**src/fcou_mul.sv**
```systemverilog
// Shared signed 32 by 32 multiplier with registered product.
`default_nettype none
module fcou_mul (
  input  wire logic               clk,
  input  wire logic signed [31:0] a,
  input  wire logic signed [31:0] b,
  output logic signed [63:0]      p
);
  always_ff @(posedge clk) begin
    p <= a * b;
  end
endmodule
`default_nettype wire

```
**config.mk**
```make
export PLATFORM = sky130hd
export DESIGN_NAME = fcou_mul
export DESIGN_NICKNAME = d
export VERILOG_FILES = /design/src/fcou_mul.sv
export SDC_FILE = /design/constraint.sdc
export NUM_CORES = 2
export LEC_CHECK = 0
export BUFFER_PORTS_ARGS = -buffer_cell sky130_fd_sc_hd__buf_2
export CAP_MARGIN = 20
export CORE_AREA = 2 2 264 266
export CTS_CLUSTER_DIAMETER = 150
export DETAILED_ROUTE_END_ITERATION = 8
export DIE_AREA = 0 0 266 268
export GPL_TIMING_DRIVEN = 0
export PLACE_DENSITY = 0.71
export SETUP_SLACK_MARGIN = 0.15
export SLEW_MARGIN = 20
export SYNTH_ARGS = -nofsm -noshare
export SYNTH_HDL_FRONTEND = slang
export SYNTH_SLANG_ARGS = --single-unit
```
**constraint.sdc**
```tcl
create_clock -name clk -period 11.17 [get_ports clk]
set_input_delay 1.117 -clock clk [delete_from_list [all_inputs] [get_ports clk]]
set_output_delay 1.117 -clock clk [all_outputs]
set_load 0.05 [all_outputs]
```
==> flow_summary.json <==
{
  "syn_avg_cell_area_um2": 9.59,
  "netlist_area_mm2": 0.0372,
  "cp-end-kind": "flip-flop",
  "ys_seq_elements": 64,
  "grt_pass1_wl_um": 189000,
  "globalplace.congestion": 1.05,
  "fp.dieW_um": 266,
  "initialDrtViolationCount": 2046,
  "cts_root_buf": "clkbuf_16",
  "htree_levels": 3,
  "first_pass_iters": 8,
  "top_register": "p",
  "path_clk_slew_ns": 0.07,
  "postCtsHoldBufs": 0,
  "fill_cells": 6157,
  "hold_viol": 0,
  "crit_top_cell": "fa_1",
  "start_util_pct": 54.6,
  "largest_register_ffs": 64,
  "cts_tree": "built",
  "critPathMaxStageDelay_ns": 0.95,
  "cts.repair.resized": 0,
  "grt_max_degree": 23,
  "arrival_ns": 10.39,
  "timing.final.crit_period_ns": 10.05,
  "track_usage_pct": 37.0,
  "postSynthCellCount": 3884,
  "yosys_warnings": 0,
  "cp.required_ns": 11.51,
  "ys.flop_type": "dfxtp_1",
  "cp_slowest_cell": "fa_1",
  "synth_edf_count": 0,
  "finalCritPeriodShare_pct": 90.0,
  "setup_tns_ns": 0,
  "routed-via-count": 27638,
  "antenna_found_initial": 18,
  "grt_pass1_vias": 29770,
  "worstSetupStartpointType": "primary input",
  "rows": 96,
  "status": "finished clean",
  "netlist-cell-type-count": 63,
  "path_cells": "buf_2 > clkbuf_1 > nand2_1 > inv_1 > fa_1 > fa_1 > fa_2 > fa_1 > inv_1 > fa_1 > inv_1 > fa_1 > inv_1 > fa_1 > inv_1 > fa_1 > ha_1 > and3_1 > nand2_1 > or3_1 > o211ai_1 > a31oi_1 > o31ai_1 > xor2_1",
  "postCtsSetupRepairBufs": 0,
  "synth.top_cell.area_share_pct": 58.2,
  "drive_gt1_share_pct": 4.20,
  "vias_per_cell": 5.61,
  "io_pins": 129,
  "syn-num-nets": 5215,
  "finalSetupViolCount": 0,
  "cts_buffers": 9,
  "core_mm2": 0.0682,
  "dp_hpwl_um": 108000,
  "setup_slack_ns": 1.12,
  "reg_top3": "p (64)",
  "drv_cap": 0,
  "synth_top_cell_by_area": "fa_1",
  "worst_pin_slew_ns": 1.16,
  "dieHeight_um": 268,
  "rsz0062_at_grt": "no",
  "drc": 0,
  "async_flop_share_pct": 0,
  "area_growth_pct": 5.65,
  "synth.top_cells.by_count": "1082 x fa_1, 952 x inv_1, 516 x and2_1",
  "wl_um": 124000,
  "layout.nets": 5354,
  "dieArea_mm2": 0.0713,
  "dp_slack_ns": 0.675,
  "clockBufferDepth": 2,
  "synth_most_common_cell": "fa_1",
  "antenna_left": 0,
  "drv_slew": 0,
  "post-route-util_pct": 57.7,
  "port-buffer-count": 128,
  "hold_path_class": "in2reg",
  "ys_seq_area_share_pct": 3.44,
  "fmax_ghz": 0.0995,
  "cts.sinks": 64,
  "critical_path_class": "in2reg",
  "min_path_cells": 2,
  "yosys-top-cells-area": "fa_1 58%, inv_1 9.6%, and2_1 8.7%",
  "routedWlPerCell_um": 25.2,
  "maxSlewHeadroom_pct": 22.9,
  "overflow": 0,
  "cp_max_fo": 11
}
==> metal layers <==
| metal | wire length [um] | vias to the layer above | GRT usage (%) |
|---|---|---|---|
| met1 | 45000 | 14303 | 46.1 |
| met3 | 12300 | 464 | 9.24 |
| met4 | 10300 | 14 | 24.2 |
| li1 | - | 11347 | - |
| met2 | 56400 | 1510 | 58.1 |
| met5 | 84 | - | 0 |
==> critical path, delay by kind of cell <==
family / cells / cell delay [ns]
simple gates: 4 / 1.14
compound gates: 3 / 1.23
buf+inv: 7 / 1.65
fa+ha+maj: 9 / 5.04
xor+xnor: 1 / 0.17
==> metrics by stage <==
stage / cells / hold slack [ns] / cell area (um2)
after floorplan: 3884 / 1.24 / 37200
after global placement: 4894 / 1.59 / 39000
after detailed placement: 4894 / 1.58 / 39000
after CTS: 4909 / 1.17 / 39300
after global routing: 4912 / 1.20 / 39300
final: 4923 / 1.19 / 39300
==> path summary, 6_finish.rpt <==
| path | from | endpoint | slack [ns] |
|---|---|---|---|
| worst max-delay path | b[2] | p[62]$_DFF_P_ | 1.12 |
| worst min-delay path | b[0] | p[0]$_DFF_P_ | 1.19 |
==> cell usage in the layout, fill, tap and decap left out, types with 14 or more instances in the layout <==
master | Yosys | layout
a21o_1 | 23 | 23
a21oi_1 | 68 | 68
and2_1 | 516 | 516
buf_2 | 3 | 131
clkbuf_1 | 195 | 196
dfxtp_1 | 64 | 64
diode_2 | 0 | 14
fa_1 | 1082 | 1081
ha_1 | 184 | 184
inv_1 | 952 | 952
nand2_1 | 511 | 511
nand3_1 | 15 | 15
nor2_1 | 42 | 42
o21ai_0 | 28 | 28
o21bai_1 | 15 | 15
xnor2_1 | 53 | 53
xor2_1 | 22 | 22
==> kinds of logic after synthesis <==
| logic type | Yosys count | synth area share [%] |
|---|---|---|
| flops | 64 | 3.44 |
| compound gates | 193 | 3.46 |
| fa+ha+maj | 1266 | 64.3 |
| buf+inv | 1152 | 11.6 |
| simple gates | 1134 | 15.4 |
| xor+xnor | 75 | 1.76 |
==> final cells by class <==
class	instances	area, um2	share of cell area, %
antenna	14	35.0	0.0890
buffer	200	754	1.92
clock buffer	12	256	0.652
clock inverter	3	65.1	0.165
inverter	952	3570	9.08
multi-input combinational	2668	31600	80.4
sequential	64	1280	3.26
tap	882	1100	2.80
timing repair buffer	128	641	1.63
Power is not shown: default switching activity piles up to over one toggle a cycle in this logic, so the estimate is an artifact.
