===== src/fcou_isqrt.sv =====
// Bit-serial integer square root, two radicand bits per cycle.
`default_nettype none
module fcou_isqrt (
  input  wire logic        clk,
  input  wire logic        rst,
  input  wire logic        start,
  input  wire logic [61:0] val,
  output logic             done,
  output logic [30:0]      root
);
  logic        busy;
  logic [63:0] v;
  logic [63:0] r;
  logic [63:0] b;
  logic [63:0] rb;

  assign rb = r + b;

  always_ff @(posedge clk) begin
    if (rst) begin
      busy <= 1'b0;
      done <= 1'b0;
    end else begin
      done <= 1'b0;
      if (start) begin
        busy <= 1'b1;
        v <= {2'b00, val};
        r <= '0;
        b <= 64'h4000_0000_0000_0000;
      end else if (busy) begin
        if (b == '0) begin
          busy <= 1'b0;
          done <= 1'b1;
          root <= r[30:0];
        end else begin
          if (v >= rb) begin
            v <= v - rb;
            r <= (r >> 1) + b;
          end else begin
            r <= r >> 1;
          end
          b <= b >> 2;
        end
      end
    end
  end
endmodule
`default_nettype wire


===== config.mk =====
export PLATFORM = sky130hd
export DESIGN_NAME = fcou_isqrt
export DESIGN_NICKNAME = d
export VERILOG_FILES = /design/src/fcou_isqrt.sv
export SDC_FILE = /design/constraint.sdc
export NUM_CORES = 1
export LEC_CHECK = 0
export BUFFER_PORTS_ARGS = -buffer_cell sky130_fd_sc_hd__buf_2
export CORE_MARGIN = 1
export CORE_UTILIZATION = 45
export DETAILED_ROUTE_END_ITERATION = 8
export HOLD_SLACK_MARGIN = 0.15
export PLACE_DENSITY = 0.59
export SYNTH_ARGS = -nofsm -noshare
export SYNTH_HDL_FRONTEND = slang
export SYNTH_SLANG_ARGS = --single-unit
export TNS_END_PERCENT = 1

===== constraint.sdc =====
create_clock -name clk -period 12 [get_ports clk]
set_input_delay 1.8 -clock clk [delete_from_list [all_inputs] [get_ports clk]]
set_output_delay 1.8 -clock clk [all_outputs]
set_load 0.03 [all_outputs]

==> metrics.md <==
| Metric | Value |
|---|---|
| Setup Skew | `0.0152 ns` |
| Syn Inst Count | `1837` |
| Total CTS buffers | `17` |
| Vias in the first global route | `13900` |
| Main synth FF type | `edfxtp_1` |
| Diodes inserted | `0` |
| Initial Utilization | `45.8%` |
| Clock-pin slew on the worst setup and hold paths | `0.08 ns` |
| EDFF count, synth | `191` |
| Final setup viols | `0` |
| Max_cap viols | `0` |
| Initial DRC count | `1119` |
| Largest net degree at the start of global routing | `79` |
| Dpl ws | `4.98 ns` |
| CORE AREA | `35700 µm²` |
| Failing checks | `design-rule violations` |
| Final period utilization | `59.0%` |
| Max IR drop VDD | `0.000111 V` |
| WL/cell | `20.0 µm` |
| Clock tree buffer depth | `2` |
| Synth top area cells | `edfxtp_1 (35%), ha_1 (10%), xor2_1 (5.1%)` |
| Leak | `6.60 nW` |
| Vias | `14100` |
| Clock root buffer | `clkbuf_16` |
| Die X | `193 µm` |
| Post-CTS setup buffers | `0` |
| CTS tree | `yes` |
| Syn Nets | `2033` |
| IO Pins | `97` |
| Crit-path cells | `ha_1, ha_1, a21o_1, a31o_2, a311oi_1, nand2_1, a32oi_1, o21ai_1, a21oi_1, o31ai_1, xnor2_1, ha_1, nand2_1, o21ai_0, nor2_1, and3_1, nor3_1, or4_1, o21a_2, buf_4, nor2_1, nor3_2, buf_4` |
| Global-route wire length before repair | `74900 µm` |
| Dpl cells | `2323` |
| # rows | `69` |
| Storage element area | `5780 µm²` |
| Routed Antenna Nets | `0` |
| Syn avg cell area | `8.89 µm²` |
| Hold Buf Count CTS | `0` |
| Share of post-route cells with drive strength above 1 | `9.98%` |
| Hold Vio Cnt, Final | `0` |
| Crit path required time | `12.11 ns` |
| Non-Filler Instances | `2354` |
| CP max stage delay | `0.67 ns` |
| Clk_lat worst skew | `0.48 ns` |
| Area delta synth->final | `8.45%` |
| Yosys cell types | `91` |
| Final-stage net count | `2077` |
| Gp weighted congestion | `0.925` |
| RSZ-0062 raised after global routing | `no` |
| Clk sinks | `193` |
| CP Data Arrival Time | `7.19 ns` |
| Fillcell total | `3430` |
| Port-buffer cells | `96` |
| Syn. warnings | `0` |
| Hold crit path type | `reg -> reg` |
| Outcome | `finished with violations` |
| Setup CP Type | `reg -> reg` |
| Max frequency | `141 MHz` |
| Crit-path max FO | `78` |
| H-tree Lvls | `4` |
| Part of the Yosys area used for sequential elements | `35.3%` |
| DRC violations left | `10` |
| Tot Pwr | `2.85 mW` |
| Fin util | `49.7%` |
| Synth Register Bits | `193` |
| Max_slew headroom | `39.0%` |
| Initial antenna violation count | `1` |
| Power per cell area | `161 nW/µm²` |
| Total congestion overflow | `0` |
| Synthesized area | `16300 µm²` |
| Crit. End Element | `register` |
| Die H | `193 µm` |
| Die area | `37100 µm²` |
| WL final | `47100 µm` |
| Area of the multi-input gates | `10100 µm²` |
| Commonest cells in the netlist | `nand2_1 (223), edfxtp_1 (191), o21ai_0 (154), nor2_1 (146), ha_1 (130)` |
| Worst Setup Start Kind | `register` |
| Leading area contributor after synthesis | `edfxtp_1` |
| Total GRT Usage | `26.2%` |
| Post-route setup slack | `4.92 ns` |
| DP Wirelength | `36300 µm` |
| Drt pass-1 iters | `9` |
| Min Tclk post-route | `7.08 ns` |
| Post-synth ARST share | `0%` |
| Vias/cell | `5.98` |
| Slew Limit Fails | `0` |
| Setup_tns | `0 ns` |
| Slowest CP cell | `buf_4` |
| Most common cell on crit path | `ha_1` |
| Most numerous cell in the Yosys netlist | `nand2_1` |
| Post_cts resized | `0` |
| Share of the synthesized area in the top cell type | `35.1%` |
| Least-Margin Pin Slew | `0.913 ns` |
## critical path: cells and delay by family, from the launching register on
kind	cells	cell delay, ns
XOR/XNOR	1	0.16
AND/OR/NAND/NOR	8	1.26
buffers and inverters	2	1.30
AO/OA/AOI/OAI	9	2.53
flip-flops	1	0.43
adder cells (fa/ha/maj)	3	0.91
## report_power, final
part	leakage (nW)	internal, mW	switching (mW)	total, mW
Sequential	1.84	0.851	0.0786	0.929
Combinational	4.47	0.498	0.811	1.31
Clock	0.293	0.315	0.296	0.612
## flip-flops by register name, summed over array words and instances, names as in the netlist
name and flops:
r 64, v 64, b 32, root 31, busy 1, done 1
## per-stage QoR
step	area (µm²)	hold WS, ns
after detailed placement	17100	0.451
after global routing	17700	0.475
final	17700	0.473
after CTS	17700	0.472
after floorplan	16300	0.431
after global placement	17100	0.441
## cells in the final DEF, fill, tap and decap left out, types with 5 or more instances in the layout
| master | instances |
|---|---|
| a31o_2 | 14 |
| xor2_1 | 96 |
| nand3_1 | 32 |
| o31ai_1 | 7 |
| mux2i_1 | 6 |
| nor4_1 | 8 |
| nor3_1 | 28 |
| buf_4 | 9 |
| clkbuf_16 | 17 |
| or3_1 | 10 |
| a31oi_1 | 59 |
| buf_2 | 95 |
| o211ai_1 | 10 |
| nor2_1 | 145 |
| o21bai_1 | 37 |
| ha_1 | 130 |
| a21boi_0 | 7 |
| nand2_1 | 223 |
| a311oi_1 | 6 |
| nor2b_1 | 58 |
| inv_1 | 38 |
| or2_2 | 6 |
| o21ai_0 | 154 |
| o21a_1 | 9 |
| inv_8 | 5 |
| and4_1 | 11 |
| and2_1 | 16 |
| and3_1 | 29 |
| a21oi_1 | 121 |
| nand4_1 | 45 |
| a21o_1 | 34 |
| xnor2_1 | 74 |
| nand2b_1 | 10 |
| edfxtp_1 | 191 |
| o21ai_1 | 16 |
| a211oi_1 | 28 |
## kinds of logic after synthesis
group / synth area share, %
buf+inv: 3.17
mux: 0.505
flops: 35.3
simple gates: 19.0
xor+xnor: 9.11
compound gates: 22.8
fa+ha+maj: 10.1
## path summary, 6_finish.rpt
path / from / end / slack, ns / depth (start not counted)
setup reg to reg: b[0] / v[24] / 4.92 / 23
setup / recovery: b[0] / v[24] / 4.92 / 23
hold reg to reg: r[0] / root[0] / 0.47 / 0
hold / removal: r[0] / root[0] / 0.47 / 0
## routing by layer
layer	up-vias	share of wire (%)	track usage, %
met1	6752	42	30.7
met2	318	51	48.0
met3	78	3.0	2.80
met5	-	0	0
met4	0	3.5	11.1
li1	6935	-	-
## final cells by class
class | count | area share [%]
Clock inverter | 13 | 0.967
Timing Repair Buffer | 105 | 3.13
Tap cell | 461 | 3.26
Inverter | 39 | 0.826
Multi-Input combinational cell | 1525 | 56.8
Clock buffer | 18 | 2.42
Sequential cell | 193 | 32.6
Power figures use the tool's default switching activity.
