[config.mk]
export PLATFORM = sky130hd
export DESIGN_NAME = fcou_div
export DESIGN_NICKNAME = d
export VERILOG_FILES = /design/src/fcou_div.sv
export SDC_FILE = /design/constraint.sdc
export NUM_CORES = 1
export LEC_CHECK = 0
export ABC_AREA = 1
export BUFFER_PORTS_ARGS = -buffer_cell sky130_fd_sc_hd__buf_4
export CAP_MARGIN = 0
export CELL_PAD_IN_SITES_DETAIL_PLACEMENT = 1
export CELL_PAD_IN_SITES_GLOBAL_PLACEMENT = 1
export CORE_ASPECT_RATIO = 1.4
export CORE_MARGIN = 2
export CORE_UTILIZATION = 46
export DETAILED_ROUTE_END_ITERATION = 10
export GPL_TIMING_DRIVEN = 0
export HOLD_SLACK_MARGIN = 0.08
export PLACE_DENSITY = 0.93
export SYNTH_ARGS = -nofsm -noshare
export SYNTH_HDL_FRONTEND = slang
export SYNTH_SLANG_ARGS = --single-unit
[constraint.sdc]
create_clock -name clk -period 14.6 [get_ports clk]
set_input_delay 2.92 -clock clk [delete_from_list [all_inputs] [get_ports clk]]
set_output_delay 2.92 -clock clk [all_outputs]
set_load 0.05 [all_outputs]
[src/fcou_div.sv]
// Restoring divider, one quotient bit per cycle, 18 bit quotient.
`default_nettype none
module fcou_div (
  input  wire logic        clk,
  input  wire logic        rst,
  input  wire logic        start,
  input  wire logic [47:0] num,
  input  wire logic [30:0] den,
  output logic             done,
  output logic [17:0]      quo
);
  logic        busy;
  logic [4:0]  cnt;
  logic [30:0] rem;
  logic [17:0] nsh;
  logic [17:0] q;
  logic [30:0] d;
  logic [31:0] t;

  assign t = {rem, nsh[17]};

  always_ff @(posedge clk) begin
    if (rst) begin
      busy <= 1'b0;
      done <= 1'b0;
      cnt <= '0;
    end else begin
      done <= 1'b0;
      if (start) begin
        busy <= 1'b1;
        cnt <= '0;
        rem <= {1'b0, num[47:18]};
        nsh <= num[17:0];
        d <= den;
        q <= '0;
      end else if (busy) begin
        if (cnt == 5'd18) begin
          busy <= 1'b0;
          done <= 1'b1;
          quo <= q;
        end else begin
          if (t >= {1'b0, d}) begin
            rem <= 31'(t - {1'b0, d});
            q <= {q[16:0], 1'b1};
          end else begin
            rem <= t[30:0];
            q <= {q[16:0], 1'b0};
          end
          nsh <= {nsh[16:0], 1'b0};
          cnt <= cnt + 1'b1;
        end
      end
    end
  end
endmodule
`default_nettype wire

==> impl_metrics.csv, run 1 <==
group,metric,value,unit
clock_tree,cts_made_buffers,17,
timing,slew_viol_final,0,
grt,grt_max_degree,27,
place,dp_hpwl,17300,um
power_and_ir_drop,comb_power_share,0.238,
timing,final_hold_viol_count,0,
yosys,synth_area,7540,um2
timing,fin_crit,4540,ps
layout,num-fill-cells,2029,
worst_setup_path,crit_required,14710,ps
timing,fin_skew,15.9,ps
power_and_ir_drop,ir_worst_vdd,0.0949,mV
min_path,hold_path_class,"reg2reg",
clock_tree,clockRootBuffer,"clkbuf_16",
clock_tree,htree_levels,4,
power_and_ir_drop,power.share.switching,0.325,
timing,period_share,0.311,
floorplan,start_util,0.468,
worst_setup_path,r2r-end,"rem[26]$_DFFE_PP_",
power_and_ir_drop,p_sw,0.371,mW
worst_setup_path,reg2regPathDepth,16,
clock_tree,ctsHoldBuffers,0,
floorplan,core,16100,um2
floorplan,io_pins,101,
worst_setup_path,crit_family,"buffers and inverters",
flow_run,maxCapViolCount,0,
yosys,yosysWarnings,0,
clock_tree,cts_tree,"built",
worst_setup_path,end_kind,"flop",
floorplan,rows,55,
power_and_ir_drop,cellPowerDensity,123,nW/um2
place,place_inst,1285,
timing,rsz0062_at_grt,"no",
clock_tree,postCtsSetupBuffers,0,
min_path,worstHoldPathCells,0,
layout,fin_util,0.574,
floorplan,die_h,156,um
clock_tree,clk_pin_slew,60,ps
yosys,synth_cells,982,
drt,wl,23800,um
drt,dr.pass1.iters,4,
layout,area_delta_synth_final,22.6,%
yosys,syn_area_per_cell,7.68,um2
grt,overflow,0,
timing,holdWs,442,ps
worst_setup_path,crit_path_start_kind,"primary input",
worst_setup_path,r2r-start,"nsh[17]$_DFFE_PP_",
worst_setup_path,reg2reg_slack,11810,ps
clock_tree,clk_latency,430,ps
clock_tree,cts_resized,0,
worst_setup_path,timing.critical_path.depth,5,
worst_setup_path,cp-startpoint,"start",
timing,setup_viol,0,
power_and_ir_drop,total_power,1.14,mW
floorplan,die_w,112,um
power_and_ir_drop,seqPwrFrac,0.374,
worst_setup_path,arrival,4650,ps
floorplan,die_area,17500,um2
drt,dr_total_vias,6800,
place,port_buffers,100,
drt,first_iter_violations,243,
status,status,"completed",
worst_setup_path,max_stage_delay,680,ps
clock_tree,cts_sinks,123,
layout,final_layout_size_suffix_gt1_frac,0.143,
drt,drtAntennaViolNets,0,
timing,tightestPinTransition,785,ps
layout,final_cells,1317,
worst_setup_path,critical_path_class,"in2reg",
drt,via_per_inst,5.16,
layout,register_area,3620,um2
clock_tree,cts_buffer_depth,2,
layout,nets,1221,
yosys,ys_seq_area_frac,0.480,
worst_setup_path,path_buf_inv,4,
yosys,syn_nets,1098,
worst_setup_path,cp_slowest_cell,"a21oi_4",
power_and_ir_drop,leakagePower,4.64,nW
grt,track_usage,0.284,
timing,fmax,0.220,GHz
layout,insertedDiodeCount,0,
worst_setup_path,path_cells,"buf_4, clkinv_1, clkbuf_1, a21oi_4, buf_12",
layout,multi_input_comb_area,3170,um2
timing,fin_tns_setup,0,ps
place,place.gp.congestion,0.923,
worst_setup_path,cp_max_fo,26,
grt,grt_pass1_wl,38500,um
yosys,ys_types,34,
power_and_ir_drop,p_int,0.770,mW
power_and_ir_drop,clock_power_share,0.388,
timing,slew_headroom,0.476,
grt,antenna_found_initial,0,
yosys,ys_seq_elements,123,
grt,grt_pass1_vias,7706,
drt,drt-wirelength-per-cell,18.1,um
worst_setup_path,endpoint,"rem[12]$_DFFE_PP_",
drt,drc,0,
registers in the layout, summed over array words and instances (netlist names):
| register | cells |
|---|---|
| busy | 1 |
| cnt | 5 |
| d | 31 |
| done | 1 |
| nsh | 18 |
| q | 18 |
| quo | 18 |
| rem | 31 |
metal layers:
layer	vias to the layer above	routed length, um	GRT usage
met3	61	937	0.0522
met5	-	0	0
met2	164	13200	0.548
met4	0	957	0.127
li1	3301	-	-
met1	3274	8730	0.294
worst reg2reg max path, stage by stage (launching register included):
cell and delay, ps:
edfxtp_1 320, inv_1 60, ha_1 230, fa_1 410
inv_1 120, nand2_1 80, nand2_1 80, nand3b_1 100
nand2_2 130, nand2_1 100, nand3_2 90, nand2_4 110
nand2_4 130, buf_4 220, nand3_1 150, nand2_1 140
nand2_1 80
metrics by stage:
step | setup WS [ps] | area, um2
2_1_floorplan | 7470 | 7540
3_3_place_gp | 5480 | 8540
3_5_place_dp | 9670 | 8650
4_1_cts | 10050 | 9250
5_1_grt | 9960 | 9250
6_report | 10060 | 9250
area by class of cell:
cell class / instances / area share
Multi-Input combinational cell: 659 / 0.343
Clock inverter: 15 / 0.0191
Clock buffer: 17 / 0.0460
Buffer: 19 / 0.0101
Inverter: 181 / 0.0735
Tap cell: 199 / 0.0269
Timing Repair Buffer: 104 / 0.0897
Sequential cell: 123 / 0.392
cell usage after synthesis:
library cell  count  area share
a211oi_1          1      0.0010
a21oi_1          23       0.015
a21oi_2           2      0.0023
and2_1            2      0.0017
buf_1             2      0.0010
buf_2             3      0.0020
buf_4             3      0.0030
buf_6             1      0.0015
clkbuf_1         10      0.0050
clkinv_1          2      0.0010
dfxtp_1           7       0.019
edfxtp_1        116        0.46
fa_1              1      0.0027
ha_1             33       0.055
inv_1           179       0.089
nand2_1         408        0.20
nand2_2           2      0.0017
nand2_4           3      0.0045
nand3_1          51       0.034
nand3_2           1      0.0013
nand3b_1         18       0.018
nand4_1           9      0.0075
nor2_1           68       0.034
nor2_2            4      0.0033
nor2_4            1      0.0015
nor3_1            5      0.0033
nor3b_1           3      0.0030
o21a_1            2      0.0020
o21ai_0           3      0.0020
o21ai_1           1     0.00066
o21bai_1          2      0.0020
or2_2             1     0.00083
xnor2_1          14       0.016
xor2_1            1      0.0012
logic make-up (layout without fill, tap and decap cells):
kind of cell    count (synthesis)  in the layout  share of synthesized area
fa+ha+maj                      34             34                     0.0574
xor+xnor                       15             15                     0.0174
compound gates                 34             34                     0.0252
flops                         123            123                      0.480
buf+inv                       200            336                      0.103
simple gates                  576            576                      0.317
cells in the final DEF (no fill, tap or decap), types with 14 or more instances in the layout:
cell,instances
a21oi_1,22
buf_4,103
clkbuf_16,17
edfxtp_1,116
ha_1,33
inv_1,179
nand2_1,408
nand3_1,51
nand3b_1,18
nor2_1,67
xnor2_1,14
how the worst min path moves through the flow:
stage                             start           endpoint  slack [ps]
floorplan           q[17]$_SDFFCE_PP0P_  quo[17]$_DFFE_PP_         400
global placement    q[17]$_SDFFCE_PP0P_  quo[17]$_DFFE_PP_         410
detailed placement  q[17]$_SDFFCE_PP0P_  quo[17]$_DFFE_PP_         420
CTS                 q[17]$_SDFFCE_PP0P_  quo[17]$_DFFE_PP_         450
global route        q[17]$_SDFFCE_PP0P_  quo[17]$_DFFE_PP_         450
finish              q[17]$_SDFFCE_PP0P_  quo[17]$_DFFE_PP_         440
power by group through the flow:
stage	Clock (mW)	Combinational [mW]	Sequential [mW]
floorplan	0	0.178	0.431
global placement	0	0.246	0.434
detailed placement	0	0.262	0.433
CTS	0.446	0.271	0.427
global route	0.460	0.303	0.429
finish	0.442	0.271	0.427
No activity file was read; power rests on OpenSTA's default activity.
==> run 2, diff against run 1 <==
- ABC_AREA: 1 -> 0
- PLACE_DENSITY: 0.93 -> 0.88
- clock period: 14.6 -> 4.7 ns (I/O delays scaled with it)
==> run 2 against run 1 <==
Global-route usage down 2.8 points; total power rose to 3.0 times the previous value; largest cell class unchanged; final cell count down 31%; sequential power rose to 3.1 times the previous value; clock skew down 4.6 ps; synthesized cell count down 40%; non-clock buffer count up 4; core utilization up 0.58 points.
==> impl_metrics.csv, run 2 <==
group,metric,value,unit
layout,area_delta_synth_final,24.7,%
worst_setup_path,cp-startpoint,"nsh[17]$_DFFE_PP_",
power_and_ir_drop,leakagePower,3.37,nW
power_and_ir_drop,p_int,2.35,mW
grt,use_met1,0.283,
yosys,syn_area_per_cell,11.4,um2
floorplan,io_pins,101,
place,place_inst,877,
yosys,ys_top_cells_by_count,"edfxtp_1 (116), nand2_1 (48), nor2_1 (47)",
floorplan,core,14300,um2
drt,dr_total_vias,5183,
timing,fmax,0.284,GHz
layout,final_cell_mix,"edfxtp_1 (116), buf_4 (101), nand2_1 (48), nor2_1 (46), a21oi_1 (42)",
clock_tree,cts_buffer_depth,2,
drt,drtAntennaViolNets,0,
grt,use_met3,0.0321,
place,placed_cell_area,7750,um2
timing,slew_headroom,0.358,
drt,wl,19200,um
worst_setup_path,crit_required,4880,ps
clock_tree,ctsHoldBuffers,0,
clock_tree,clk_pin_slew,60,ps
worst_setup_path,crit_path_start_kind,"flop",
layout,final_cells,909,
timing,tightestPinTransition,961,ps
drt,via_per_inst,5.70,
yosys,ys_async_sr_fraction,0,
status,status,"completed",
drt,first_iter_violations,228,
clock_tree,postCtsSetupBuffers,0,
worst_setup_path,arrival,3710,ps
power_and_ir_drop,p_sw,1.05,mW
timing,final_hold_viol_count,0,
yosys,ys.flop_type,"edfxtp_1",
power_and_ir_drop,seqPwrFrac,0.391,
worst_setup_path,cp_slowest_cell,"edfxtp_1",
yosys,synth_area,6660,um2
grt,overflow,0,
layout,insertedDiodeCount,0,
place,place_ws,1080,ps
grt,grtUsageMet2,0.482,
yosys,ys_seq_area_frac,0.544,
yosys,synth_cells,585,
yosys,synth_edf_count,116,
power_and_ir_drop,power.share.switching,0.310,
worst_setup_path,critical_path_class,"reg2reg",
floorplan,die_h,146,um
timing,holdWs,444,ps
floorplan,die_w,106,um
layout,register_area,3620,um2
drt,drt-wirelength-per-cell,21.2,um
timing,fin_skew,11.3,ps
drt,dr.pass1.iters,4,
yosys,synth_top_area_share,0.523,
floorplan,die_area,15500,um2
grt,grt_max_degree,27,
min_path,hold_start,"q[0]$_SDFFCE_PP0P_",
layout,fin_util,0.580,
worst_setup_path,cp_common_cell,"buf_2",
layout,num-fill-cells,1551,
timing,period_share,0.750,
grt,busiest_layer,"met2",
flow_run,maxCapViolCount,0,
drt,drc,0,
yosys,ys_types,63,
layout,nets,823,
timing,slew_viol_final,0,
place,port_buffers,100,
power_and_ir_drop,total_power,3.41,mW
worst_setup_path,r2r-start,"nsh[17]$_DFFE_PP_",
place,dp_hpwl,14000,um
yosys,yosysTopAreaCell,"edfxtp_1",
yosys,synth.area.top_cells,"edfxtp_1 (52%), ha_1 (6.2%), a21oi_1 (3.2%), mux2_2 (3.2%), nand2_1 (2.7%)",
clock_tree,cts_made_buffers,17,
timing,fin_tns_setup,0,ps
timing,rsz0062_at_grt,"no",
grt,grt_pass1_wl,30100,um
timing,setup_slack,1170,ps
layout,top_regs,"d x31, rem x31",
worst_setup_path,max_stage_delay,400,ps
floorplan,rows,52,
power_and_ir_drop,cellPowerDensity,410,nW/um2
layout,final_layout_size_suffix_gt1_frac,0.254,
clock_tree,cts_resized,0,
timing,setup_viol,0,
grt,grt_pass1_vias,5771,
layout,multi_input_comb_area,2760,um2
clock_tree,htree_levels,4,
power_and_ir_drop,clock_power_share,0.366,
power_and_ir_drop,ir_worst_vdd,0.203,mV
clock_tree,cts_sinks,123,
worst_setup_path,end_kind,"flop",
grt,track_usage,0.256,
timing,fin_crit,3530,ps
floorplan,start_util,0.465,
power_and_ir_drop,comb_power_share,0.243,
yosys,syn_nets,701,
place,place.gp.congestion,0.902,
clock_tree,cts_tree,"built",
worst_setup_path,cp_max_fo,10,
clock_tree,clockRootBuffer,"clkbuf_16",
layout,stdcell_area,8300,um2
grt,antenna_found_initial,0,
yosys,ys_seq_elements,123,
yosys,yosysWarnings,0,
yosys,yosysMostFrequentCell,"edfxtp_1",
layout,layout_commonest_cell,"edfxtp_1",
clock_tree,clk_latency,430,ps
worst_setup_path,path_cells,"inv_1, ha_1, fa_1, nand2b_1, a21o_1, a31oi_4, o211ai_1, nand4bb_2, and2_1, buf_2, buf_2, nand3_1, o211a_1",
min_path,hold_path_class,"reg2reg",
-- run 2: cell count changes in the layout (fill, tap and decap cells not counted), moves of 14 or more --
cell,before,now
and3_1,0,14
nand3b_1,18,1
nor2_1,67,46
mux2_2,0,19
a31oi_1,0,15
o21ai_0,3,17
nand3_1,51,10
inv_1,179,41
nand2_1,408,48
a21oi_1,22,42
nor2b_1,0,20
-- run 2: worst paths after layout --
path / end / slack, ps / cells after the start
worst max-delay path: rem[24]$_DFFE_PP_ / 1170 / 13
worst min-delay path: quo[0]$_DFFE_PP_ / 440 / 0
worst max register to register: rem[24]$_DFFE_PP_ / 1170 / 13
worst min register to register: quo[0]$_DFFE_PP_ / 440 / 0
-- run 2: layout make-up --
type | count | share of cell area
repair buffers | 103 | 0.100
multi-input cells | 397 | 0.333
inverters | 41 | 0.0185
clock inverters | 12 | 0.0104
clock buffers | 20 | 0.0564
flip-flops and latches | 123 | 0.436
plain buffers | 24 | 0.0167
well taps | 189 | 0.0285
-- run 2: layer usage --
layer / vias up / share of wire
met1: 2583 / 0.38
met2: 152 / 0.55
met3: 44 / 0.035
li1: 2404 / -
met4: 0 / 0.034
met5: - / 0
-- run 2: power by group through the flow --
stage | sequential, mW | clock (mW) | combinational (mW)
floorplan | 1.34 | 0 | 0.545
global placement | 1.35 | 0 | 0.768
detailed placement | 1.35 | 0 | 0.810
CTS | 1.33 | 1.25 | 0.823
global route | 1.34 | 1.29 | 0.897
finish | 1.33 | 1.25 | 0.827
-- run 2: cells by family (layout without fill, tap and decap cells) --
| kind of cell | count (synthesis) | count (layout) | share of synthesized area |
|---|---|---|---|
| AO/OA/AOI/OAI | 138 | 138 | 0.143 |
| AND/OR/NAND/NOR | 178 | 178 | 0.135 |
| flip-flops | 123 | 123 | 0.544 |
| buffers and inverters | 65 | 200 | 0.0440 |
| XOR/XNOR | 26 | 26 | 0.0342 |
| multiplexers | 21 | 21 | 0.0351 |
| adder cells (fa/ha/maj) | 34 | 34 | 0.0650 |
-- run 2: critical path: cells and delay by family, from the launching register on --
family,cells,cell delay (ps)
AOI/OAI and AO/OA,4,880
buffers and inverters,3,680
and+or+nand+nor,4,670
adders and majority gates,2,630
DFF,1,400
