## src/fcou_pkg.sv

```systemverilog
// Shared constants, command codes and the CORDIC arctangent table for the fly camera core.
`default_nettype none
package fcou_pkg;
  localparam int FRAC = 16;
  localparam int TAB_LEN = 28;
  localparam logic signed [33:0] CORDIC_GAIN = 34'sd652032874;

  localparam logic [2:0] CMD_FWD   = 3'd0;
  localparam logic [2:0] CMD_BACK  = 3'd1;
  localparam logic [2:0] CMD_LEFT  = 3'd2;
  localparam logic [2:0] CMD_RIGHT = 3'd3;
  localparam logic [2:0] CMD_LOOK  = 3'd4;

  localparam logic [2:0] REG_UP_X  = 3'd0;
  localparam logic [2:0] REG_UP_Y  = 3'd1;
  localparam logic [2:0] REG_UP_Z  = 3'd2;
  localparam logic [2:0] REG_SPEED = 3'd3;
  localparam logic [2:0] REG_SENS  = 3'd4;

  typedef logic signed [17:0] comp_t;

  function automatic logic signed [34:0] atan_deg(input logic [4:0] i);
    logic signed [34:0] r;
    case (i)
      5'd0:  r = 35'sd754974720;
      5'd1:  r = 35'sd445687602;
      5'd2:  r = 35'sd235489088;
      5'd3:  r = 35'sd119537938;
      5'd4:  r = 35'sd60000934;
      5'd5:  r = 35'sd30029717;
      5'd6:  r = 35'sd15018523;
      5'd7:  r = 35'sd7509720;
      5'd8:  r = 35'sd3754917;
      5'd9:  r = 35'sd1877466;
      5'd10: r = 35'sd938734;
      5'd11: r = 35'sd469367;
      5'd12: r = 35'sd234684;
      5'd13: r = 35'sd117342;
      5'd14: r = 35'sd58671;
      5'd15: r = 35'sd29335;
      5'd16: r = 35'sd14668;
      5'd17: r = 35'sd7334;
      5'd18: r = 35'sd3667;
      5'd19: r = 35'sd1833;
      5'd20: r = 35'sd917;
      5'd21: r = 35'sd458;
      5'd22: r = 35'sd229;
      5'd23: r = 35'sd115;
      5'd24: r = 35'sd57;
      5'd25: r = 35'sd29;
      5'd26: r = 35'sd14;
      5'd27: r = 35'sd7;
      default: r = 35'sd0;
    endcase
    return r;
  endfunction
endpackage
`default_nettype wire

```

## src/fcou_cordic.sv

```systemverilog
// Iterative rotation-mode CORDIC in degrees, one micro-rotation per cycle.
`default_nettype none
module fcou_cordic #(
  parameter int ITERS = 18
) (
  input  wire logic               clk,
  input  wire logic               rst,
  input  wire logic               start,
  input  wire logic signed [33:0] ang,
  output logic                    done,
  output logic signed [31:0]      cos_out,
  output logic signed [31:0]      sin_out
);
  import fcou_pkg::*;

  localparam int N = (ITERS < TAB_LEN) ? ITERS : TAB_LEN;
  localparam int IW = $clog2(N + 1);
  localparam logic signed [34:0] HALF = 35'sd3019898880;
  localparam logic signed [34:0] QUARTER = 35'sd1509949440;

  logic                busy;
  logic [IW-1:0]       it;
  logic signed [33:0]  x;
  logic signed [33:0]  y;
  logic signed [34:0]  z;
  logic                neg;
  logic signed [34:0]  ang_w;
  logic signed [33:0]  xs;
  logic signed [33:0]  ys;
  logic signed [33:0]  xn;
  logic signed [33:0]  yn;

  always_comb begin
    ang_w = {ang[33], ang};
    xs = x >>> it;
    ys = y >>> it;
    xn = -x;
    yn = -y;
  end

  always_ff @(posedge clk) begin
    if (rst) begin
      busy <= 1'b0;
      done <= 1'b0;
      it <= '0;
    end else begin
      done <= 1'b0;
      if (start) begin
        busy <= 1'b1;
        it <= '0;
        x <= CORDIC_GAIN;
        y <= '0;
        if (ang_w > QUARTER) begin
          z <= ang_w - HALF;
          neg <= 1'b1;
        end else if (ang_w < -QUARTER) begin
          z <= ang_w + HALF;
          neg <= 1'b1;
        end else begin
          z <= ang_w;
          neg <= 1'b0;
        end
      end else if (busy) begin
        if (it == IW'(N)) begin
          busy <= 1'b0;
          done <= 1'b1;
          cos_out <= neg ? xn[31:0] : x[31:0];
          sin_out <= neg ? yn[31:0] : y[31:0];
        end else begin
          if (!z[34]) begin
            x <= x - ys;
            y <= y + xs;
            z <= z - atan_deg(5'(it));
          end else begin
            x <= x + ys;
            y <= y - xs;
            z <= z + atan_deg(5'(it));
          end
          it <= it + 1'b1;
        end
      end
    end
  end
endmodule
`default_nettype wire

```

## config.mk

```make
export PLATFORM = sky130hd
export DESIGN_NAME = fcou_cordic
export DESIGN_NICKNAME = d
export VERILOG_FILES = /design/src/fcou_pkg.sv /design/src/fcou_cordic.sv
export SDC_FILE = /design/constraint.sdc
export NUM_CORES = 1
export LEC_CHECK = 0
export BUFFER_PORTS_ARGS = -buffer_cell sky130_fd_sc_hd__buf_4
export CORE_ASPECT_RATIO = 0.6
export CORE_MARGIN = 2
export CORE_UTILIZATION = 35
export CTS_CLUSTER_DIAMETER = 100
export DETAILED_ROUTE_END_ITERATION = 8
export PLACE_DENSITY = 0.48
export SLEW_MARGIN = 20
export SYNTH_ARGS = -nofsm -noshare
export SYNTH_HDL_FRONTEND = slang
export SYNTH_SLANG_ARGS = --single-unit
```

## constraint.sdc

```tcl
create_clock -name clk -period 11 [get_ports clk]
set_input_delay 1.65 -clock clk [delete_from_list [all_inputs] [get_ports clk]]
set_output_delay 1.65 -clock clk [all_outputs]
set_load 0.1 [all_outputs]
```

==> results of run 1 <==
## worst min-delay path by stage
stage / startpoint / endpoint / slack, ns / depth (start not counted)
global route: busy / done / 0.57 / 1
global placement: busy / done / 0.53 / 1
detailed placement: busy / done / 0.54 / 1
CTS: busy / done / 0.55 / 1
finish: busy / done / 0.55 / 1
floorplan: y[0] / sin_out[0] / 0.47 / 0
## layer usage
metal,vias up,GRT usage,share of wire
met5,-,0,0.00017
met4,2,0.0441,0.017
met1,9884,0.415,0.51
met2,925,0.317,0.37
li1,9117,-,-
met3,105,0.0695,0.11
## kinds of logic after synthesis
family,after synthesis,synth area share
AND/OR/NAND/NOR,725,0.164
AO/OA/AOI/OAI,709,0.216
adder cells (fa/ha/maj),125,0.0733
XOR/XNOR,242,0.0980
buffers and inverters,236,0.0480
multiplexers,180,0.134
flip-flops,205,0.267
## placed cells by master (no fill, tap or decap), types with 60 or more instances in the layout
cell type,instances
a21oi_1,184
ha_1,122
xor2_1,88
edfxtp_1,168
inv_1,60
buf_4,146
o21ai_0,132
nand2_1,200
mux4_2,84
a21o_1,64
nor2_1,204
xnor2_1,154
## synth_stat cells, types with 7 or more instances
library cell,number
a211oi_1,28
a21o_1,64
a21oi_1,185
a22oi_1,14
a31oi_1,38
a32o_1,7
a41oi_1,10
and2_1,29
and3_1,17
buf_1,24
buf_2,29
buf_4,8
buf_6,8
clkbuf_1,99
dfxtp_1,37
edfxtp_1,168
ha_1,122
inv_1,60
mux2_2,39
mux2i_1,57
mux4_2,84
nand2_1,200
nand2b_1,41
nand3_1,41
nand4_1,13
nor2_1,205
nor2b_1,20
nor3_1,56
nor4_1,17
o2111ai_1,8
o211ai_1,23
o21a_1,24
o21ai_0,133
o21bai_1,15
o22ai_1,15
o31a_1,7
o31ai_1,31
o32ai_1,8
o41ai_1,15
or2_2,24
or3_1,14
or4_1,18
xnor2_1,154
xor2_1,88
## metrics by stage
stage                util  std cells  hold slack [ns]  total power (W)  setup WS (ns)
global placement    0.377       3224            0.531          0.00416           3.63
finish              0.391       3273            0.548          0.00512           3.20
global route        0.391       3272            0.572          0.00545           2.71
floorplan               -       2422            0.470          0.00332           3.16
detailed placement  0.377       3224            0.540          0.00415           3.38
CTS                 0.391       3272            0.549          0.00507           3.38
## power by group through the flow
stage | registers, W | clock network [W] | logic, W
floorplan | 0.00112 | 0 | 0.00219
global placement | 0.00133 | 0 | 0.00283
detailed placement | 0.00133 | 0 | 0.00282
CTS | 0.00131 | 0.000919 | 0.00284
global route | 0.00133 | 0.000948 | 0.00317
finish | 0.00133 | 0.000897 | 0.00290
## critical path, delay by kind of cell (launching register included)
family | cells | cell delay [ns]
AO/OA/AOI/OAI | 11 | 2.49
AND/OR/NAND/NOR | 4 | 1.49
multiplexers | 2 | 1.02
flip-flops | 1 | 0.88
buffers and inverters | 2 | 0.84
adder cells (fa/ha/maj) | 2 | 0.69
XOR/XNOR | 1 | 0.18
## area by class of cell
class | instances | area share
well taps | 828 | 0.0434
clock buffers | 30 | 0.0288
clock inverters | 18 | 0.00734
flip-flops and latches | 205 | 0.243
diodes | 1 | 0.000105
inverters | 64 | 0.0101
repair buffers | 146 | 0.0459
multi-input cells | 1981 | 0.621
==> results.sh, run 1 <==
export IMPL_clk_latency_ns=0.59
export IMPL_yosysTopAreaCell="edfxtp_1"
export IMPL_startpoint="it[1]"
export IMPL_ir_drop_mv=0.134
export IMPL_grt_max_degree=71
export IMPL_h_tree_depth=1
export IMPL_n_fill_cell=6143
export IMPL_area_growth_pct=10.3
export IMPL_cts_tree="built"
export IMPL_synth_cell_area_um2=21600
export IMPL_cts_made_buffers=26
export IMPL_cts_resized=0
export IMPL_crit_chain="buf_4 > mux4_2 > mux2i_1 > o22ai_1 > nor3_1 > ha_1 > inv_1 > a211o_1 > nor3_1 > a21oi_1 > xor2_1 > ha_1 > a211oi_1 > o21bai_1 > a21o_1 > a221o_1 > o211ai_1 > a21oi_1 > o21ai_0 > a21boi_0 > or4_1 > nand3_1"
export IMPL_ys_ff_latch=205
export IMPL_reg2reg_from="it[1]"
export IMPL_end_kind="register"
export IMPL_start_kind="register"
export IMPL_worst_ep_required_time_ns=11.45
export IMPL_cts_root_buf="clkbuf_16"
export IMPL_clk_pin_slew_ns=0.06
export IMPL_maxCapViolCount=0
export IMPL_drc_errors=0
export IMPL_p_sw_w=0.00236
export IMPL_grt_setup_unrepaired="no"
export IMPL_clockPowerShare=0.175
export IMPL_viasPerCell=6.12
export IMPL_p_per_area_nw_per_um2=215
export IMPL_die_h_um=197
export IMPL_synth_edf_count=168
export IMPL_synthFlopType="edfxtp_1"
export IMPL_grt_pass1_wl_um=123000
export IMPL_fin_nets=2586
export IMPL_syn_area_per_cell_um2=8.93
export IMPL_postSynthCellCount=2422
export IMPL_drv_slew=0
export IMPL_synth_area_top_cells="edfxtp_1 (23%), mux4_2 (8.7%), ha_1 (7.1%)"
export IMPL_p_leak_nw=9.00
export IMPL_min_path_type="register to register"
export IMPL_timing_final_crit_share=0.709
export IMPL_tns_ns=0
export IMPL_syn_nets=2584
export IMPL_relSlewSlack=0.233
export IMPL_skew_ns=0.0122
export IMPL_drive_above_1_share=0.147
export IMPL_setup_worst_path_end="y[23]"
export IMPL_ff2ff_path_depth=22
export IMPL_num_vias=20000
export IMPL_setup_viol=0
export IMPL_yosysWarnings=0
export IMPL_seq_area_frac_synth=0.267
export IMPL_final_antenna_net_count=0
export IMPL_grt_overflow_total=0
export IMPL_finalInstanceArea_um2=23900
export IMPL_cp_max_fo=59
export IMPL_antenna_found_initial=4
export IMPL_routedWlPerCell_um=25.4
export IMPL_io_pins=102
export IMPL_port_buffers=101
export IMPL_postCtsSetupRepairBufs=0
export IMPL_routed_wl_um=83100
export IMPL_cts_buffer_depth=3
export IMPL_period_needed_ns=7.80
export IMPL_synth_top_cell_area_share=0.233
export IMPL_path_class="register to register"
export IMPL_place_congestion=0.984
export IMPL_r2r_slack_ns=3.20
export IMPL_p_comb_frac=0.565
export IMPL_p_int_w=0.00276
export IMPL_dieArea_um2=63900
export IMPL_cp_data_arrival_time_ns=8.25
export IMPL_grt_pass1_vias=18400
export IMPL_reg2reg_to="y[23]"
export IMPL_cts_sinks=205
export IMPL_rows=70
export IMPL_pwr_share_seq=0.260
export IMPL_gr_usage_all_layers=0.253
export IMPL_cp_slowest_cell="dfxtp_4"
export IMPL_worst_pin_slew_ns=1.15
export IMPL_ys_types=96
export IMPL_initial_core_util=0.354
export IMPL_p_sw_frac=0.461
export IMPL_multi_input_area_um2=14800
export IMPL_first_pass_iters=6
export IMPL_seqCellArea_um2=5800
export IMPL_max_freq_ghz=0.128
export IMPL_coreArea_um2=61000
export IMPL_place_area_um2=23000
export IMPL_fp_dieW_um=325
export IMPL_async_flop_share=0
export IMPL_ctsHoldBuffers=0
export IMPL_max_stage_delay_ns=0.88
export IMPL_run_status="finished clean"
export IMPL_drt_iter0_drc=2402
export IMPL_finalHoldViolations=0
export IMPL_dp_hpwl_um=62300
Power figures use the tool's default switching activity.
==> run 2, diff against run 1 <==
- clock period: 11 -> 8.1 ns (I/O delays scaled with it)
==> results.sh, run 2 (synthesis results as in run 1) <==
export IMPL_setup_viol=0
export IMPL_setup_slack_ns=0.795
export IMPL_dieArea_um2=63900
export IMPL_grt_max_degree=73
export IMPL_grt_pass1_vias=18300
export IMPL_cp_max_fo=61
export IMPL_worst_ep_required_time_ns=8.38
export IMPL_finalHoldViolations=0
export IMPL_routed_wl_um=88500
export IMPL_period_needed_ns=7.31
export IMPL_dp_hpwl_um=67700
export IMPL_final_cell_mix="nor2_1 (203), nand2_1 (200), a21oi_1 (184), edfxtp_1 (168), buf_4 (164)"
export IMPL_drv_slew=0
export IMPL_grt_overflow_total=0
export IMPL_io_pins=102
export IMPL_fp_dieW_um=325
export IMPL_cts_sinks=205
export IMPL_startpoint="it[1]"
export IMPL_gr_usage_all_layers=0.269
export IMPL_fin_nets=2604
export IMPL_maxCapViolCount=0
export IMPL_place_congestion=1.05
export IMPL_routedWlPerCell_um=26.9
export IMPL_grt_pass1_wl_um=128000
export IMPL_p_per_area_nw_per_um2=289
export IMPL_reg2reg_from="it[1]"
export IMPL_first_pass_iters=6
export IMPL_antenna_found_initial=2
export IMPL_hold_path_startpoint="busy"
export IMPL_path_class="register to register"
export IMPL_timing_final_crit_share=0.902
export IMPL_area_growth_pct=10.6
export IMPL_viasPerCell=6.11
export IMPL_finalPower_w=0.00693
export IMPL_drive_above_1_share=0.154
export IMPL_reg2reg_to="x[32]"
export IMPL_cts_buffer_depth=3
export IMPL_max_freq_ghz=0.137
export IMPL_worst_pin_slew_ns=1.25
export IMPL_p_leak_nw=9.07
export IMPL_coreArea_um2=61000
export IMPL_num_vias=20100
export IMPL_r2r_slack_ns=0.79
export IMPL_setup_worst_path_end="x[32]"
export IMPL_postCtsSetupRepairBufs=0
export IMPL_port_buffers=101
export IMPL_clk_pin_slew_ns=0.07
export IMPL_pre_cts_slack_ns=0.968
export IMPL_h_tree_depth=1
export IMPL_ir_drop_mv=0.217
export IMPL_n_fill_cell=6112
export IMPL_cts_resized=0
export IMPL_ctsHoldBuffers=0
export IMPL_clk_latency_ns=0.57
export IMPL_layout_commonest_cell="nor2_1"
export IMPL_cts_root_buf="clkbuf_16"
export IMPL_skew_ns=0.0169
export IMPL_whs_ns=0.570
export IMPL_relSlewSlack=0.162
export IMPL_drt_iter0_drc=2484
export IMPL_run_status="finished clean"
export IMPL_cts_tree="built"
export IMPL_drc_errors=0
export IMPL_end_kind="register"
export IMPL_initial_core_util=0.354
export IMPL_tns_ns=0
export IMPL_rows=70
export IMPL_final_antenna_net_count=0
export IMPL_cp_data_arrival_time_ns=7.58
export IMPL_cts_made_buffers=25
export IMPL_ff2ff_path_depth=19
export IMPL_die_h_um=197
export IMPL_grt_setup_unrepaired="no"
export IMPL_min_path_type="register to register"
export IMPL_diodes=0
export IMPL_start_kind="register"
## run 2: worst min-delay path by stage
stage,cells past startpoint,endpoint
after floorplan,0,sin_out[0]
after global placement,1,done
after detailed placement,1,done
after CTS,1,done
after global routing,1,done
final,1,done
## run 2: cell type report
class,count,area (um2),share of cell area
Sequential cell,205,5800,0.242
Tap cell,828,1040,0.0433
Inverter,64,240,0.0100
Multi-Input combinational cell,1981,14800,0.620
Clock buffer,32,662,0.0277
Clock inverter,13,105,0.00439
Timing Repair Buffer,165,1250,0.0523
## run 2: power by group
group / internal, W / switching (W)
sequential: 0.00141 / 0.000454
combinational: 0.00164 / 0.00232
clock: 0.000612 / 0.000491
total: 0.00366 / 0.00326
## run 2: routing by layer
metal  vias up  GRT usage  share of wire
li1       9183          -              -
met1      9833      0.451           0.52
met2       988      0.322           0.35
met3        88     0.0778           0.11
met4         0     0.0458          0.017
met5         -          0              0
## run 2: per-stage QoR
stage | cells | area [um2] | utilization
6_report | 3288 | 23900 | 0.392
5_1_grt | 3288 | 23900 | 0.392
4_1_cts | 3288 | 23900 | 0.392
3_5_place_dp | 3243 | 23200 | 0.379
3_3_place_gp | 3243 | 23200 | 0.379
2_1_floorplan | 2422 | 21600 | -
## run 2: critical path, stage by stage, from the launching register on
cell       delay (ns)
dfxtp_4          0.94
buf_4            0.53
mux4_2           0.58
mux2i_1          0.40
o21ai_0          0.28
nor2_1           0.49
nand3_1          0.38
nor3_1           0.45
a31oi_1          0.17
xor2_1           0.18
ha_1             0.46
and4_1           0.26
o2111ai_1        0.11
o221ai_1         0.32
a31oi_1          0.18
nor4_1           0.40
o31ai_1          0.16
a21boi_0         0.32
mux2i_1          0.23
o311ai_0         0.14
==> run 3, diff against run 2 <==
- CORE_ASPECT_RATIO: 0.6 -> unset
- clock period: 8.1 -> 8.21 ns (I/O delays scaled with it)
==> results.sh, run 3 (synthesis results as in run 1) <==
export IMPL_final_cell_mix="nor2_1 (204), nand2_1 (200), a21oi_1 (184), edfxtp_1 (168), xnor2_1 (154)"
export IMPL_cts_made_buffers=28
export IMPL_pwr_share_seq=0.275
export IMPL_gr_usage_all_layers=0.228
export IMPL_min_path_type="register to register"
export IMPL_clk_pin_slew_ns=0.06
export IMPL_die_h_um=253
export IMPL_maxCapViolCount=0
export IMPL_worst_ep_required_time_ns=8.68
export IMPL_rows=91
export IMPL_drc_errors=0
export IMPL_layout_commonest_cell="nor2_1"
export IMPL_first_pass_iters=6
export IMPL_setup_viol=0
export IMPL_use_met3=0.0270
export IMPL_p_per_area_nw_per_um2=280
export IMPL_cts_sinks=205
export IMPL_port_buffers=101
export IMPL_max_stage_delay_ns=0.71
export IMPL_relSlewSlack=0.252
export IMPL_final_antenna_net_count=0
export IMPL_busiest_layer="met2"
export IMPL_use_met2=0.366
export IMPL_h_tree_depth=1
export IMPL_run_status="finished clean"
export IMPL_diodes=0
export IMPL_fin_nets=2586
export IMPL_grt_max_degree=70
export IMPL_cp_data_arrival_time_ns=7.45
export IMPL_reg2reg_to="y[23]"
export IMPL_p_comb_frac=0.541
export IMPL_clk_latency_ns=0.60
export IMPL_use_met1=0.315
export IMPL_p_sw_frac=0.446
export IMPL_initial_core_util=0.352
export IMPL_io_pins=102
export IMPL_cts_resized=0
export IMPL_grt_pass1_wl_um=114000
export IMPL_fp_dieW_um=253
export IMPL_timing_final_crit_share=0.851
export IMPL_worst_pin_slew_ns=1.12
export IMPL_dp_cells=3184
export IMPL_cp_max_fo=36
export IMPL_dp_hpwl_um=56600
export IMPL_whs_endpoint="cos_out[0]"
export IMPL_hold_path_startpoint="x[0]"
export IMPL_cts_tree="built"
export IMPL_p_int_w=0.00370
export IMPL_ff2ff_path_depth=22
export IMPL_area_growth_pct=10.3
export IMPL_grt_pass1_vias=18700
export IMPL_drt_iter0_drc=1628
export IMPL_tns_ns=0
export IMPL_routed_wl_um=74700
export IMPL_cp_slowest_cell="dfxtp_2"
export IMPL_finalHoldViolations=0
export IMPL_r2r_slack_ns=1.23
export IMPL_num_vias=19500
export IMPL_antenna_found_initial=0
export IMPL_min_path_cells=0
export IMPL_end_kind="register"
export IMPL_grt_overflow_total=0
export IMPL_start_kind="register"
export IMPL_place_congestion=0.991
export IMPL_viasPerCell=6.02
export IMPL_p_sw_w=0.00298
export IMPL_coreArea_um2=61400
export IMPL_cts_buffer_depth=3
export IMPL_routedWlPerCell_um=23.1
export IMPL_postCtsSetupRepairBufs=0
export IMPL_dieArea_um2=63800
export IMPL_skew_ns=0.0312
export IMPL_period_needed_ns=6.98
export IMPL_ctsHoldBuffers=0
export IMPL_whs_ns=0.636
export IMPL_stdcell_count=3235
export IMPL_drv_slew=0
export IMPL_cts_root_buf="clkbuf_16"
export IMPL_reg2reg_from="it[3]"
export IMPL_p_leak_nw=9.01
export IMPL_max_freq_ghz=0.143
export IMPL_path_class="register to register"
export IMPL_grt_setup_unrepaired="no"
export IMPL_crit_chain="buf_4 > mux4_2 > mux2i_1 > o22ai_1 > nor3_1 > ha_1 > inv_1 > a211o_1 > nor3_1 > a21oi_1 > xor2_1 > ha_1 > a211oi_1 > o21bai_1 > a21o_1 > a221o_1 > o211ai_1 > a21oi_1 > o21ai_0 > a21boi_0 > or4_1 > nand3_1"
export IMPL_drive_above_1_share=0.147
export IMPL_clockPowerShare=0.184
export IMPL_ir_drop_mv=0.185
export IMPL_n_fill_cell=6140
-- run 3: cell count changes in the layout (fill, tap and decap cells not counted), sizes merged --
cell	change
bufinv	+2
clkbuf	-1
clkinv	+2
buf	-21
inv	-2
clkinvlp	+5
-- run 3: power by group through the flow --
stage	clock network (W)	logic [W]	registers [W]
after floorplan	0	0.00294	0.00150
after global placement	0	0.00357	0.00184
after detailed placement	0	0.00356	0.00184
after CTS	0.00127	0.00359	0.00182
after global routing	0.00130	0.00400	0.00185
final	0.00123	0.00361	0.00184
-- run 3: worst max path at each step --
| stage | depth (start not counted) | from | slack, ns | endpoint |
|---|---|---|---|---|
| after global routing | 21 | it[0] | 0.80 | y[23] |
| after global placement | 21 | it[1] | 1.28 | y[23] |
| after floorplan | 11 | it[0] | 0.49 | x[0] |
| after CTS | 21 | it[1] | 1.28 | y[23] |
| after detailed placement | 21 | it[1] | 1.33 | y[23] |
| final | 22 | it[3] | 1.23 | y[23] |
-- run 3: per-stage QoR --
stage                      util  area, um2  setup WS (ns)  power, W
final                     0.389      23900           1.23   0.00668
after global routing      0.389      23900          0.800   0.00715
after CTS                 0.389      23900           1.28   0.00668
after detailed placement  0.374      22900           1.33   0.00541
after global placement    0.374      22900           1.28   0.00541
after floorplan               -      21600          0.489   0.00444
-- run 3: per-layer routing --
metal | vias to the layer above | routed length, um
met5 | - | 0
met4 | 0 | 2820
met3 | 141 | 4360
met2 | 700 | 33800
met1 | 9515 | 33700
li1 | 9127 | -
-- run 3: cell type report --
class | instances | area (um2) | share of cell area
sequential | 205 | 5800 | 0.243
clock buffer | 31 | 712 | 0.0298
clock inverter | 20 | 209 | 0.00876
multi-input combinational | 1981 | 14800 | 0.621
tap | 790 | 988 | 0.0414
timing repair buffer | 144 | 1080 | 0.0453
inverter | 64 | 240 | 0.0101
-- run 3: worst max-delay path, delay by kind of cell (launching register included) --
| family | cells | cell delay (ns) |
|---|---|---|
| AO/OA/AOI/OAI | 11 | 2.44 |
| XOR/XNOR | 1 | 0.18 |
| adder cells (fa/ha/maj) | 2 | 0.66 |
| buffers and inverters | 2 | 0.56 |
| flip-flops | 1 | 0.71 |
| multiplexers | 2 | 0.90 |
| AND/OR/NAND/NOR | 4 | 1.36 |
